<file path="config.mk">
export PLATFORM = sky130hd
export DESIGN_NAME = crc16_frame_parser_top
export DESIGN_NICKNAME = d
export VERILOG_FILES = /design/src/sv/cfp_pkg.sv /design/src/sv/cfp_in_stage.sv /design/src/sv/cfp_step.sv /design/src/sv/cfp_out_stage.sv /design/src/sv/crc16_frame_parser_top.sv
export SDC_FILE = /design/constraint.sdc
export NUM_CORES = 1
export LEC_CHECK = 0
export ABC_CLOCK_PERIOD_IN_PS = 2300
export BUFFER_PORTS_ARGS = -buffer_cell sky130_fd_sc_hd__buf_2
export CELL_PAD_IN_SITES_DETAIL_PLACEMENT = 2
export CELL_PAD_IN_SITES_GLOBAL_PLACEMENT = 2
export CORE_ASPECT_RATIO = 1.2
export CORE_MARGIN = 2
export CORE_UTILIZATION = 25
export DETAILED_ROUTE_END_ITERATION = 7
export GPL_TIMING_DRIVEN = 0
export PLACE_DENSITY = 0.61
export SYNTH_ARGS = -nofsm -noshare
export SYNTH_HDL_FRONTEND = slang
export SYNTH_SLANG_ARGS = --single-unit
</file>
<file path="constraint.sdc">
create_clock -name i_clk -period 2.3 [get_ports i_clk]
set_clock_uncertainty 0.05 [all_clocks]
set_input_delay 0.23 -clock i_clk [delete_from_list [all_inputs] [get_ports i_clk]]
set_output_delay 0.23 -clock i_clk [all_outputs]
set_load 0.02 [all_outputs]
</file>
<file path="src/sv/cfp_pkg.sv">
`timescale 1ns / 1ps
// ----------------------------------------------------------------------------
// cfp_pkg: shared types, codes and CRC step for the frame parser
// Phase and status codes, the result record and the byte-wise CRC update.
// ----------------------------------------------------------------------------
package cfp_pkg;

    localparam logic [15:0] CRC_INIT = 16'hFFFF;

    typedef enum logic [2:0] {
        PH_LEN_LO  = 3'd0,
        PH_LEN_HI  = 3'd1,
        PH_PAYLOAD = 3'd2,
        PH_CRC_LO  = 3'd3,
        PH_CRC_HI  = 3'd4
    } t_phase;

    typedef enum logic [1:0] {
        ST_OK      = 2'd0,
        ST_CRC_BAD = 2'd1,
        ST_BAD_LEN = 2'd2
    } t_status;

    typedef struct packed {
        logic [7:0] out_byte;
        logic       is_payload;
        t_status    frame_status;
        logic       last;
    } t_result;

    // CRC-16/MCRF4XX, reflected 0x8408, one byte per call
    function automatic logic [15:0] crc_update(input logic [15:0] crc,
                                               input logic [7:0]  data);
        logic [7:0]  b;
        logic [15:0] wide_b;
        b      = data ^ crc[7:0];
        b      = b ^ {b[3:0], 4'b0000};
        wide_b = {8'h00, b};
        return ({b, crc[15:8]}) ^ (wide_b >> 4) ^ (wide_b << 3);
    endfunction

endpackage

</file>
<file path="src/sv/cfp_in_stage.sv">
`timescale 1ns / 1ps
// ----------------------------------------------------------------------------
// cfp_in_stage: input register
// Holds one received byte until the parser step takes it.
// ----------------------------------------------------------------------------
module cfp_in_stage (
    input  logic       i_clk,
    input  logic       i_rst_n,
    input  logic       s_axis_tvalid,
    output logic       s_axis_tready,
    input  logic [7:0] s_axis_tdata,
    input  logic       i_take,
    output logic       o_valid,
    output logic [7:0] o_byte
);

    logic       r_valid;
    logic [7:0] r_byte;

    assign s_axis_tready = !r_valid || i_take;
    assign o_valid       = r_valid;
    assign o_byte        = r_byte;

    always_ff @(posedge i_clk) begin
        if (!i_rst_n) begin
            r_valid <= 1'b0;
        end else if (s_axis_tvalid && s_axis_tready) begin
            r_valid <= 1'b1;
        end else if (i_take) begin
            r_valid <= 1'b0;
        end
    end

    always_ff @(posedge i_clk) begin
        if (s_axis_tvalid && s_axis_tready) begin
            r_byte <= s_axis_tdata;
        end
    end

endmodule

</file>
<file path="src/sv/cfp_step.sv">
`timescale 1ns / 1ps
// ----------------------------------------------------------------------------
// cfp_step: frame phase machine and running CRC
// Consumes one byte per fire, updates state, forms at most one result.
// ----------------------------------------------------------------------------
module cfp_step (
    input  logic               i_clk,
    input  logic               i_rst_n,
    input  logic               i_fire,
    input  logic [7:0]         i_byte,
    output logic               o_res_valid,
    output cfp_pkg::t_result   o_res
);

    cfp_pkg::t_phase r_phase, n_phase;
    logic [7:0]      r_length_low, n_length_low;
    logic [15:0]     r_bytes_left, n_bytes_left;
    logic [15:0]     r_crc, n_crc;
    logic [7:0]      r_rx_crc_low, n_rx_crc_low;

    logic [15:0] w_len;
    logic [15:0] w_rx_crc;
    logic        w_len_bad;

    assign w_len     = {i_byte, r_length_low};
    assign w_rx_crc  = {i_byte, r_rx_crc_low};
    assign w_len_bad = (w_len < 16'd2);

    // next state
    always_comb begin
        n_phase      = r_phase;
        n_length_low = r_length_low;
        n_bytes_left = r_bytes_left;
        n_crc        = r_crc;
        n_rx_crc_low = r_rx_crc_low;
        unique case (r_phase)
            cfp_pkg::PH_LEN_HI: begin
                n_crc = cfp_pkg::CRC_INIT;
                if (w_len_bad) begin
                    n_phase = cfp_pkg::PH_LEN_LO;
                end else begin
                    n_bytes_left = w_len - 16'd2;
                    n_phase      = (w_len == 16'd2) ? cfp_pkg::PH_CRC_LO
                                                    : cfp_pkg::PH_PAYLOAD;
                end
            end
            cfp_pkg::PH_PAYLOAD: begin
                n_crc        = cfp_pkg::crc_update(r_crc, i_byte);
                n_bytes_left = r_bytes_left - 16'd1;
                if (r_bytes_left == 16'd1) begin
                    n_phase = cfp_pkg::PH_CRC_LO;
                end
            end
            cfp_pkg::PH_CRC_LO: begin
                n_rx_crc_low = i_byte;
                n_phase      = cfp_pkg::PH_CRC_HI;
            end
            cfp_pkg::PH_CRC_HI: begin
                n_crc   = cfp_pkg::CRC_INIT;
                n_phase = cfp_pkg::PH_LEN_LO;
            end
            default: begin
                n_length_low = i_byte;
                n_phase      = cfp_pkg::PH_LEN_HI;
            end
        endcase
    end

    // result
    always_comb begin
        o_res_valid        = 1'b0;
        o_res.out_byte     = 8'h00;
        o_res.is_payload   = 1'b0;
        o_res.frame_status = cfp_pkg::ST_OK;
        o_res.last         = 1'b0;
        unique case (r_phase)
            cfp_pkg::PH_LEN_HI: begin
                if (w_len_bad) begin
                    o_res_valid        = 1'b1;
                    o_res.frame_status = cfp_pkg::ST_BAD_LEN;
                    o_res.last         = 1'b1;
                end
            end
            cfp_pkg::PH_PAYLOAD: begin
                o_res_valid      = 1'b1;
                o_res.out_byte   = i_byte;
                o_res.is_payload = 1'b1;
            end
            cfp_pkg::PH_CRC_HI: begin
                o_res_valid        = 1'b1;
                o_res.frame_status = (w_rx_crc == r_crc) ? cfp_pkg::ST_OK
                                                         : cfp_pkg::ST_CRC_BAD;
                o_res.last         = 1'b1;
            end
            default: begin
                o_res_valid = 1'b0;
            end
        endcase
    end

    always_ff @(posedge i_clk) begin
        if (!i_rst_n) begin
            r_phase      <= cfp_pkg::PH_LEN_LO;
            r_length_low <= 8'h00;
            r_bytes_left <= 16'h0000;
            r_crc        <= cfp_pkg::CRC_INIT;
            r_rx_crc_low <= 8'h00;
        end else if (i_fire) begin
            r_phase      <= n_phase;
            r_length_low <= n_length_low;
            r_bytes_left <= n_bytes_left;
            r_crc        <= n_crc;
            r_rx_crc_low <= n_rx_crc_low;
        end
    end

    a_payload_fields: assert property (@(posedge i_clk) disable iff (!i_rst_n)
        (o_res_valid && o_res.is_payload) |->
            (!o_res.last && o_res.frame_status == cfp_pkg::ST_OK))
        else $error("payload result carries status fields");

    a_status_fields: assert property (@(posedge i_clk) disable iff (!i_rst_n)
        (o_res_valid && !o_res.is_payload) |->
            (o_res.last && o_res.out_byte == 8'h00))
        else $error("status result malformed");

    a_payload_end: assert property (@(posedge i_clk) disable iff (!i_rst_n)
        (i_fire && r_phase == cfp_pkg::PH_PAYLOAD && r_bytes_left == 16'd1) |=>
            (r_phase == cfp_pkg::PH_CRC_LO))
        else $error("payload count did not end in CRC phase");

    a_hold_state: assert property (@(posedge i_clk) disable iff (!i_rst_n)
        !i_fire |=> ($stable(r_phase) && $stable(r_crc) && $stable(r_bytes_left)))
        else $error("parser state moved without a byte");

endmodule

</file>
<file path="src/sv/cfp_out_stage.sv">
`timescale 1ns / 1ps
// ----------------------------------------------------------------------------
// cfp_out_stage: result register
// Holds one result until the downstream side takes it.
// ----------------------------------------------------------------------------
module cfp_out_stage (
    input  logic              i_clk,
    input  logic              i_rst_n,
    input  logic              i_load,
    input  logic              i_res_valid,
    input  cfp_pkg::t_result  i_res,
    output logic              o_free,
    output logic              m_axis_tvalid,
    input  logic              m_axis_tready,
    output logic [15:0]       m_axis_tdata,
    output logic              m_axis_tuser,
    output logic              m_axis_tlast
);

    logic             r_valid;
    cfp_pkg::t_result r_res;

    assign o_free        = !r_valid || m_axis_tready;
    assign m_axis_tvalid = r_valid;
    assign m_axis_tdata  = {6'b000000, r_res.frame_status, r_res.out_byte};
    assign m_axis_tuser  = r_res.is_payload;
    assign m_axis_tlast  = r_res.last;

    always_ff @(posedge i_clk) begin
        if (!i_rst_n) begin
            r_valid <= 1'b0;
        end else if (i_load) begin
            r_valid <= i_res_valid;
        end else if (m_axis_tready) begin
            r_valid <= 1'b0;
        end
    end

    always_ff @(posedge i_clk) begin
        if (i_load && i_res_valid) begin
            r_res <= i_res;
        end
    end

endmodule

</file>
<file path="src/sv/crc16_frame_parser_top.sv">
`timescale 1ns / 1ps
// ----------------------------------------------------------------------------
// crc16_frame_parser_top: length-prefixed frame receiver with CRC-16 check
// Parses byte streams of the form length(LE16), payload, CRC-16/MCRF4XX(LE16).
// ----------------------------------------------------------------------------
// Takes one received byte per transfer and sustains one byte per clock while
// the output is not stalled. Each byte passes through an input register, the
// parser logic (phase step plus a byte-wise CRC-16 update) and a result
// register, which loads the byte's result once it is free; the result can
// transfer from there when the output is not stalled. The combinational CRC
// byte update sets the rate. Payload bytes are
// forwarded as they arrive (tuser = 1). The high CRC byte closes the frame
// with a status transfer (tuser = 0, tlast = 1): ok or CRC mismatch. A length
// below two closes at once with a bad-length status. Length and CRC low bytes
// produce no transfer. Input is accepted while a result waits downstream, as
// long as the input register is empty or the result register frees up in the
// same cycle.
// ----------------------------------------------------------------------------
module crc16_frame_parser_top (
    input  logic        i_clk,
    input  logic        i_rst_n,
    input  logic        s_axis_tvalid,
    output logic        s_axis_tready,
    input  logic [7:0]  s_axis_tdata,   // [7:0] rx_byte
    output logic        m_axis_tvalid,
    input  logic        m_axis_tready,
    output logic [15:0] m_axis_tdata,   // [7:0] out_byte, [9:8] frame_status
    output logic        m_axis_tuser,   // [0] is_payload
    output logic        m_axis_tlast    // frame close
);

    logic             w_in_valid;
    logic [7:0]       w_in_byte;
    logic             w_out_free;
    logic             w_fire;
    logic             w_res_valid;
    cfp_pkg::t_result w_res;

    // a byte is consumed when the result register can take its outcome
    assign w_fire = w_in_valid && w_out_free;

    cfp_in_stage u_in (
        .i_clk         (i_clk),
        .i_rst_n       (i_rst_n),
        .s_axis_tvalid (s_axis_tvalid),
        .s_axis_tready (s_axis_tready),
        .s_axis_tdata  (s_axis_tdata),
        .i_take        (w_fire),
        .o_valid       (w_in_valid),
        .o_byte        (w_in_byte)
    );

    cfp_step u_step (
        .i_clk       (i_clk),
        .i_rst_n     (i_rst_n),
        .i_fire      (w_fire),
        .i_byte      (w_in_byte),
        .o_res_valid (w_res_valid),
        .o_res       (w_res)
    );

    cfp_out_stage u_out (
        .i_clk         (i_clk),
        .i_rst_n       (i_rst_n),
        .i_load        (w_fire),
        .i_res_valid   (w_res_valid),
        .i_res         (w_res),
        .o_free        (w_out_free),
        .m_axis_tvalid (m_axis_tvalid),
        .m_axis_tready (m_axis_tready),
        .m_axis_tdata  (m_axis_tdata),
        .m_axis_tuser  (m_axis_tuser),
        .m_axis_tlast  (m_axis_tlast)
    );

endmodule

</file>
==> results of run 1 <==
power by group through the flow:
stage | clock network (W) | registers [W] | logic, W
6_report | 0.00141 | 0.00146 | 0.000768
3_5_place_dp | 0 | 0.00147 | 0.000742
5_1_grt | 0.00151 | 0.00147 | 0.000857
2_1_floorplan | 0 | 0.00146 | 0.000536
4_1_cts | 0.00145 | 0.00145 | 0.000766
3_3_place_gp | 0 | 0.00147 | 0.000729
registers in the layout (all words and copies together), names as in the netlist:
register and cells:
u_out.m_axis_tvalid 1, u_step.r_phase 3, u_step.r_crc 16, u_in.o_valid 1, u_step.r_length_low 8, u_step.r_bytes_left 16
u_in.o_byte 8, u_out.m_axis_tuser 1, u_step.r_rx_crc_low 8, u_out.m_axis_tdata 10, u_out.m_axis_tlast 1
repair_timing:
action | in CTS | in global routing
pin swaps | 4 | 2
setup buffers | 8 | 2
endpoints found under the setup margin | 28 | 24
gates cloned | 0 | 0
gates resized for setup | 6 | 11
hold buffers | 0 | 0
routing by layer:
metal	track usage [%]	up-vias
li1	-	1590
met1	19.5	1642
met2	27.9	25
met3	2.35	12
met4	6.40	0
met5	0	-
cell usage after synthesis, types with 4 or more instances:
library cell and count:
xnor2_1 46, clkbuf_1 18, mux2i_1 17, o22ai_1 12, nor3_1 13, inv_1 8, nor4_1 6, and2_1 11
nand4_1 7, a21oi_1 22, edfxtp_1 20, nand2b_1 5, nand2_1 26, buf_4 7, o211ai_1 6, buf_2 9
nand3_1 11, nor3b_1 4, o21ai_0 23, xor2_1 9, nor2_1 51, dfxtp_1 53
critical path: cells and delay by family (launching register included):
family                 cells  cell delay, ns
AOI/OAI and AO/OA          2            0.53
buffers and inverters      3            0.49
DFF                        1            0.35
and+or+nand+nor            3            0.62
through the flow:
step | worst slack [ns] | std cells | cell area (um^2)
2_1_floorplan | 0.186 | 435 | 3940
3_3_place_gp | -0.262 | 668 | 4320
3_5_place_dp | -0.328 | 668 | 4320
4_1_cts | 0.0417 | 689 | 4720
5_1_grt | 0.0198 | 690 | 4760
6_report | 0.145 | 690 | 4760
final timing paths:
kind | start | end | slack (ns) | cells after the start
hold / removal | s_axis_tdata[2] | u_in.o_byte[2] | 0.01 | 1
setup / recovery | u_in.o_byte[2] | u_step.r_bytes_left[0] | 0.15 | 8
hold reg to reg | u_step.r_bytes_left[14] | u_step.r_bytes_left[14] | 0.43 | 2
setup reg to reg | u_in.o_byte[2] | u_step.r_bytes_left[0] | 0.15 | 8
final cells by class:
cell class                 count  share of cell area, %
inverter                       9                  0.710
clock inverter                 5                   1.21
buffer                        33                   3.78
tap                          208                   5.47
multi-input combinational    317                   44.4
sequential                    73                   34.9
timing repair buffer          35                   4.73
clock buffer                  10                   4.81
cells by family after synthesis:
group | count (synthesis)
buffers and inverters | 45
other | 1
DFF | 73
xor gates and xnor gates | 55
AOI/OAI and AO/OA | 83
muxes | 17
and+or+nand+nor | 153
adders and majority gates | 3
==> qor.yml, run 1 <==
power_and_ir_drop:
  peakVddDrop_mv: 0.302
  swShare_pct: 30.6
  p_int_w: 0.00253
  p_clk_share_pct: 38.8
  p_seq_share_pct: 40.1
  p_leak_nw: 1.78
  p_total_w: 0.00364
  power_switching_w: 0.00111
  powerDensity_nw_per_um2: 764
  comb_power_share_pct: 21.1
clock_network:
  cts.sinks: 73
  clkTransAtPathRegs_ns: 0.06
  cts-root-buf: "clkbuf_16"
  cts_buffer_depth: 2
  h-tree-depth: 3
  cts_made_buffers: 9
  cts_tree: "built"
  clk_latency_ns: 0.34
placement:
  io_buffer_count: 25
  place_congestion: 0.769
  hpwl_um: 8870
synthesis:
  avgSynthCellArea_um2: 9.11
  yosys.area.top_type_share_pct: 27.1
  ys_async_sr_fraction_pct: 0
  yosys.area_share.simple_pct: 20.6
  synth-compound-area-share_pct: 13.6
  ys.flop_type: "dfxtp_1"
  ys_types: 52
  synth-edff-count: 20
  yosysSeqAreaShare_pct: 42.4
  syn_area_um2: 3920
  ys_seq_elements: 73
  muxShareOfSynthArea_pct: 4.34
  netlist.top_cell.by_area: "dfxtp_1"
  netlist_instances: 430
  yosys_warnings: 0
  synth-xor-area-share_pct: 12.3
  synth.area.top_cells: "dfxtp_1 27%, edfxtp_1 15%, xnor2_1 10%"
  synth_top_family_by_area: "simple AND/OR/NAND/NOR gates"
  synthAdderAreaFrac_pct: 0.958
global_route:
  antenna_found_initial: 0
  grt_first_pass_wirelength_um: 20200
  grt-ovfl-total: 0
  grt.total_usage_pct: 15.9
  grt_max_degree: 13
  grt_pass1_vias: 3543
route:
  drc: 0
  met2RoutedLength_um: 6520
  m1WireLength_um: 5580
  ant_nets: 0
  first_pass_iters: 4
  wl_met3_um: 262
  wl_per_cell_um: 18.2
  top_layer_used: "met4"
  vias: 3269
  finalWirelength_um: 12600
  vias_per_cell: 4.74
  dr.first_iter.drc_count: 109
timing:
  period_share_pct: 93.7
  min_period_ns: 2.15
  tightest_slew_ns: 0.679
  tns_ns: 0
  drv_slew: 0
  rsz0062_at_grt: "false"
  setup-violations-final: 0
  hold_viol_final: 0
  timing.fmax_mhz: 464
  slew_headroom_pct: 54.8
  whs_ns: 0.0119
hold_path:
  min_path_type: "primary input to register"
critical_path:
  slowest_stage: "nor4_4"
  critPathCaptureType: "register"
  crit_path_max_fanout: 8
  crit_type: "register to register"
  arrival_ns: 2.34
  crit_path_cell_trace: "buf_2 -> nor4_4 -> nand4_4 -> o2111ai_4 -> buf_12 -> buf_4 -> nor3b_1 -> o31a_1"
  crit_path_start_kind: "register"
  slowest_delay_ns: 0.39
  required_ns: 2.48
die:
  rows: 50
  coreArea_um2: 15500
  initial_core_util_pct: 25.4
  num_io_pins: 32
  die_w_um: 118
  die_h_um: 141
  dieArea_um2: 16700
final_layout:
  multi_input_area_um2: 2110
  antenna_cells: 0
  fillers: 1772
  drive_gt1_share_pct: 17.8
  layout_common_cells: "53 x dfxtp_1, 48 x nor2_1, 46 x xnor2_1"
  post-route-util_pct: 30.8
  final_common_cell: "dfxtp_1"
  ff_latch_area_um2: 1660
  area_growth_pct: 21.5
  nets: 493
job:
  cap_violations: 0
run_status:
  status: "finished, final reports clean"
Power figures use the tool's default switching activity.
==> inputs of run 2 (changes only) <==
--- a/config.mk
+++ b/config.mk
@@ -14,6 +14,7 @@
 export CORE_UTILIZATION = 25
 export DETAILED_ROUTE_END_ITERATION = 7
 export GPL_TIMING_DRIVEN = 0
+export MAX_ROUTING_LAYER = met4
 export PLACE_DENSITY = 0.61
 export SYNTH_ARGS = -nofsm -noshare
 export SYNTH_HDL_FRONTEND = slang
==> run 2 against run 1 <==
  * Critical path depth shrank 1
  * Core utilization about the same
  * Cell count is 0.14% lower
  * First-iteration DRC count up 17%
  * Routed wire length shrank 0.26%
  * Non-clock buffer count down 1
  * Clock-buffer cell count stayed put
  * Sequential cell count stayed put
  * Sequential share of layout area barely moved
  * Critical endpoint is now u_step.r_bytes_left[11]
  * Largest cell class unchanged
  * Largest power group unchanged
  * Highest routed layer unchanged
==> qor.yml, run 2 (same netlist as run 1, synthesis figures left out) <==
run_status:
  status: "finished, final reports clean"
route:
  first_pass_iters: 4  # unchanged
  vias: 3263  # -0.18%
  finalWirelength_um: 12500  # -0.26%
  wl_per_cell_um: 18.2  # -0.12%
  dr.first_iter.drc_count: 127  # +17%
  drc: 0  # unchanged
  ant_nets: 0  # unchanged
  vias_per_cell: 4.74  # about the same
global_route:
  grt_pass1_vias: 3537  # -0.17%
  grt-ovfl-total: 0  # unchanged
  antenna_found_initial: 0  # unchanged
  grt.total_usage_pct: 16.4  # +0.46 points
  grt_max_degree: 13  # unchanged
  grt_first_pass_wirelength_um: 20200  # unchanged
critical_path:
  crit_path_start_kind: "register"
  crit_buf_inv: 2  # -1
  slowest_delay_ns: 0.61  # +0.22 ns
  cp_top_family: "simple AND/OR/NAND/NOR gates"
  cp-startpoint: "u_in.o_byte[4]"
  crit_path_cell_trace: "nor2_1 -> nand4_4 -> o2111ai_4 -> buf_12 -> or2_2 -> buf_2 -> o21ai_0"
  slowest_stage: "edfxtp_1"
  critPathCaptureType: "register"
  crit_path_max_fanout: 8  # unchanged
  required_ns: 2.46  # -0.02 ns
  reg2reg_from: "u_in.o_byte[4]"
  crit_type: "register to register"
  arrival_ns: 2.33  # about the same
clock_network:
  cts-root-buf: "clkbuf_16"
  clkTransAtPathRegs_ns: 0.06  # about the same
  cts.sinks: 73  # unchanged
  clk_latency_ns: 0.34  # about the same
  cts_tree: "built"
  h-tree-depth: 3  # unchanged
  cts_buffer_depth: 2  # unchanged
  cts_made_buffers: 9  # unchanged
power_and_ir_drop:
  comb_power_share_pct: 21.0  # about the same
  p_clk_share_pct: 38.7  # about the same
  p_total_w: 0.00364  # about the same
  p_int_w: 0.00252  # about the same
  powerDensity_nw_per_um2: 765  # about the same
  power_switching_w: 0.00111  # -0.17%
  peakVddDrop_mv: 0.300  # -0.49%
  p_seq_share_pct: 40.2  # about the same
  p_leak_nw: 1.78  # about the same
  swShare_pct: 30.6  # -0.031 points
die:
  num_io_pins: 32  # unchanged
  initial_core_util_pct: 25.4  # unchanged
  rows: 50  # unchanged
  die_h_um: 141  # unchanged
  dieArea_um2: 16700  # unchanged
  die_w_um: 118  # unchanged
  coreArea_um2: 15500  # unchanged
timing:
  drv_slew: 0  # unchanged
  timing.fmax_mhz: 462  # -0.48%
  rsz0062_at_grt: "false"
  period_share_pct: 94.1  # +0.45 points
  tightest_slew_ns: 0.675  # -0.00309 ns
  setup_ws_ns: 0.135  # -0.0104 ns
  setup-violations-final: 0  # unchanged
  slew_headroom_pct: 54.6  # -0.17 points
  min_period_ns: 2.17  # +0.0104 ns
  hold_viol_final: 0  # unchanged
placement:
  hpwl_um: 8870  # unchanged
  dp_worst_setup_slack_ns: -0.328  # unchanged
  place_inst: 668  # unchanged
  place_area_um2: 4320  # unchanged
  io_buffer_count: 25  # unchanged
  place_congestion: 0.779  # +1.3%
hold_path:
  min_path_type: "primary input to register"
  worstHoldStart: "s_axis_tdata[4]"
final_layout:
  post-route-util_pct: 30.8  # -0.040 points
  area_growth_pct: 21.4
  fin_cells: 689  # -0.14%
  design_area_um2: 4750  # -0.13%
  nets: 492  # -0.20%
  final_common_cell: "dfxtp_1"
  antenna_cells: 0  # unchanged
  drive_gt1_share_pct: 17.7  # -0.17 points
  layout_common_cells: "53 x dfxtp_1, 49 x nor2_1, 46 x xnor2_1"
job:
  cap_violations: 0  # unchanged
## run 2: cell types whose count changed in the layout (fill, tap and decap cells not counted)
cell | before | now
clkbuf_1 | 13 | 12
nor2_1 | 48 | 49
nor2_2 | 2 | 1
## run 2: repair_timing
action                     CTS  global route
cloned                       0             0
pin swaps                    4             2
hold buffers                 0             0
resized for setup            6            10
setup endpoints to repair   28            24
buffers inserted             8             2
## run 2: metal layers
layer,track usage [%],routed length [um],vias up
met3,2.35,253,13
met5,-,0,-
li1,-,-,1588
met2,27.8,6500,23
met1,19.5,5580,1639
met4,6.40,209,0
## run 2: worst paths after layout
kind,to,slack [ns],cells past startpoint
worst min register to register,u_step.r_bytes_left[14],0.43,2
worst max-delay path,u_step.r_bytes_left[11],0.13,7
worst min-delay path,u_in.o_byte[4],0.01,1
worst max register to register,u_step.r_bytes_left[11],0.13,7
## run 2: area by class of cell
class | instances | area (um^2)
plain buffers | 32 | 176
repair buffers | 35 | 225
multi-input cells | 317 | 2110
well taps | 208 | 260
clock inverters | 5 | 57.6
fillers | 1773 | 10700
clock buffers | 10 | 229
flip-flops and latches | 73 | 1660
inverters | 9 | 33.8
## run 2: worst reg2reg max path: stages, from the launching register on
cell       delay, ns
edfxtp_1        0.61
nor2_1          0.36
nand4_4         0.20
o2111ai_4       0.25
buf_12          0.16
or2_2           0.10
buf_2           0.18
o21ai_0         0.13
## run 2: stage by stage
| stage | hold slack [ns] | setup TNS, ns |
|---|---|---|
| final | 0.0102 | 0 |
| after global routing | 0.00419 | 0 |
| after CTS | 0.00181 | 0 |
| after detailed placement | 0.359 | -5.56 |
| after global placement | 0.356 | -4.00 |
| after floorplan | 0.279 | 0 |
## run 2: power groups by stage
stage                     Combinational (W)  Sequential, W  Clock (W)
after global placement             0.000729        0.00147          0
after detailed placement           0.000742        0.00147          0
after CTS                          0.000766        0.00145    0.00145
after floorplan                    0.000536        0.00146          0
final                              0.000765        0.00146    0.00141
after global routing               0.000853        0.00147    0.00151
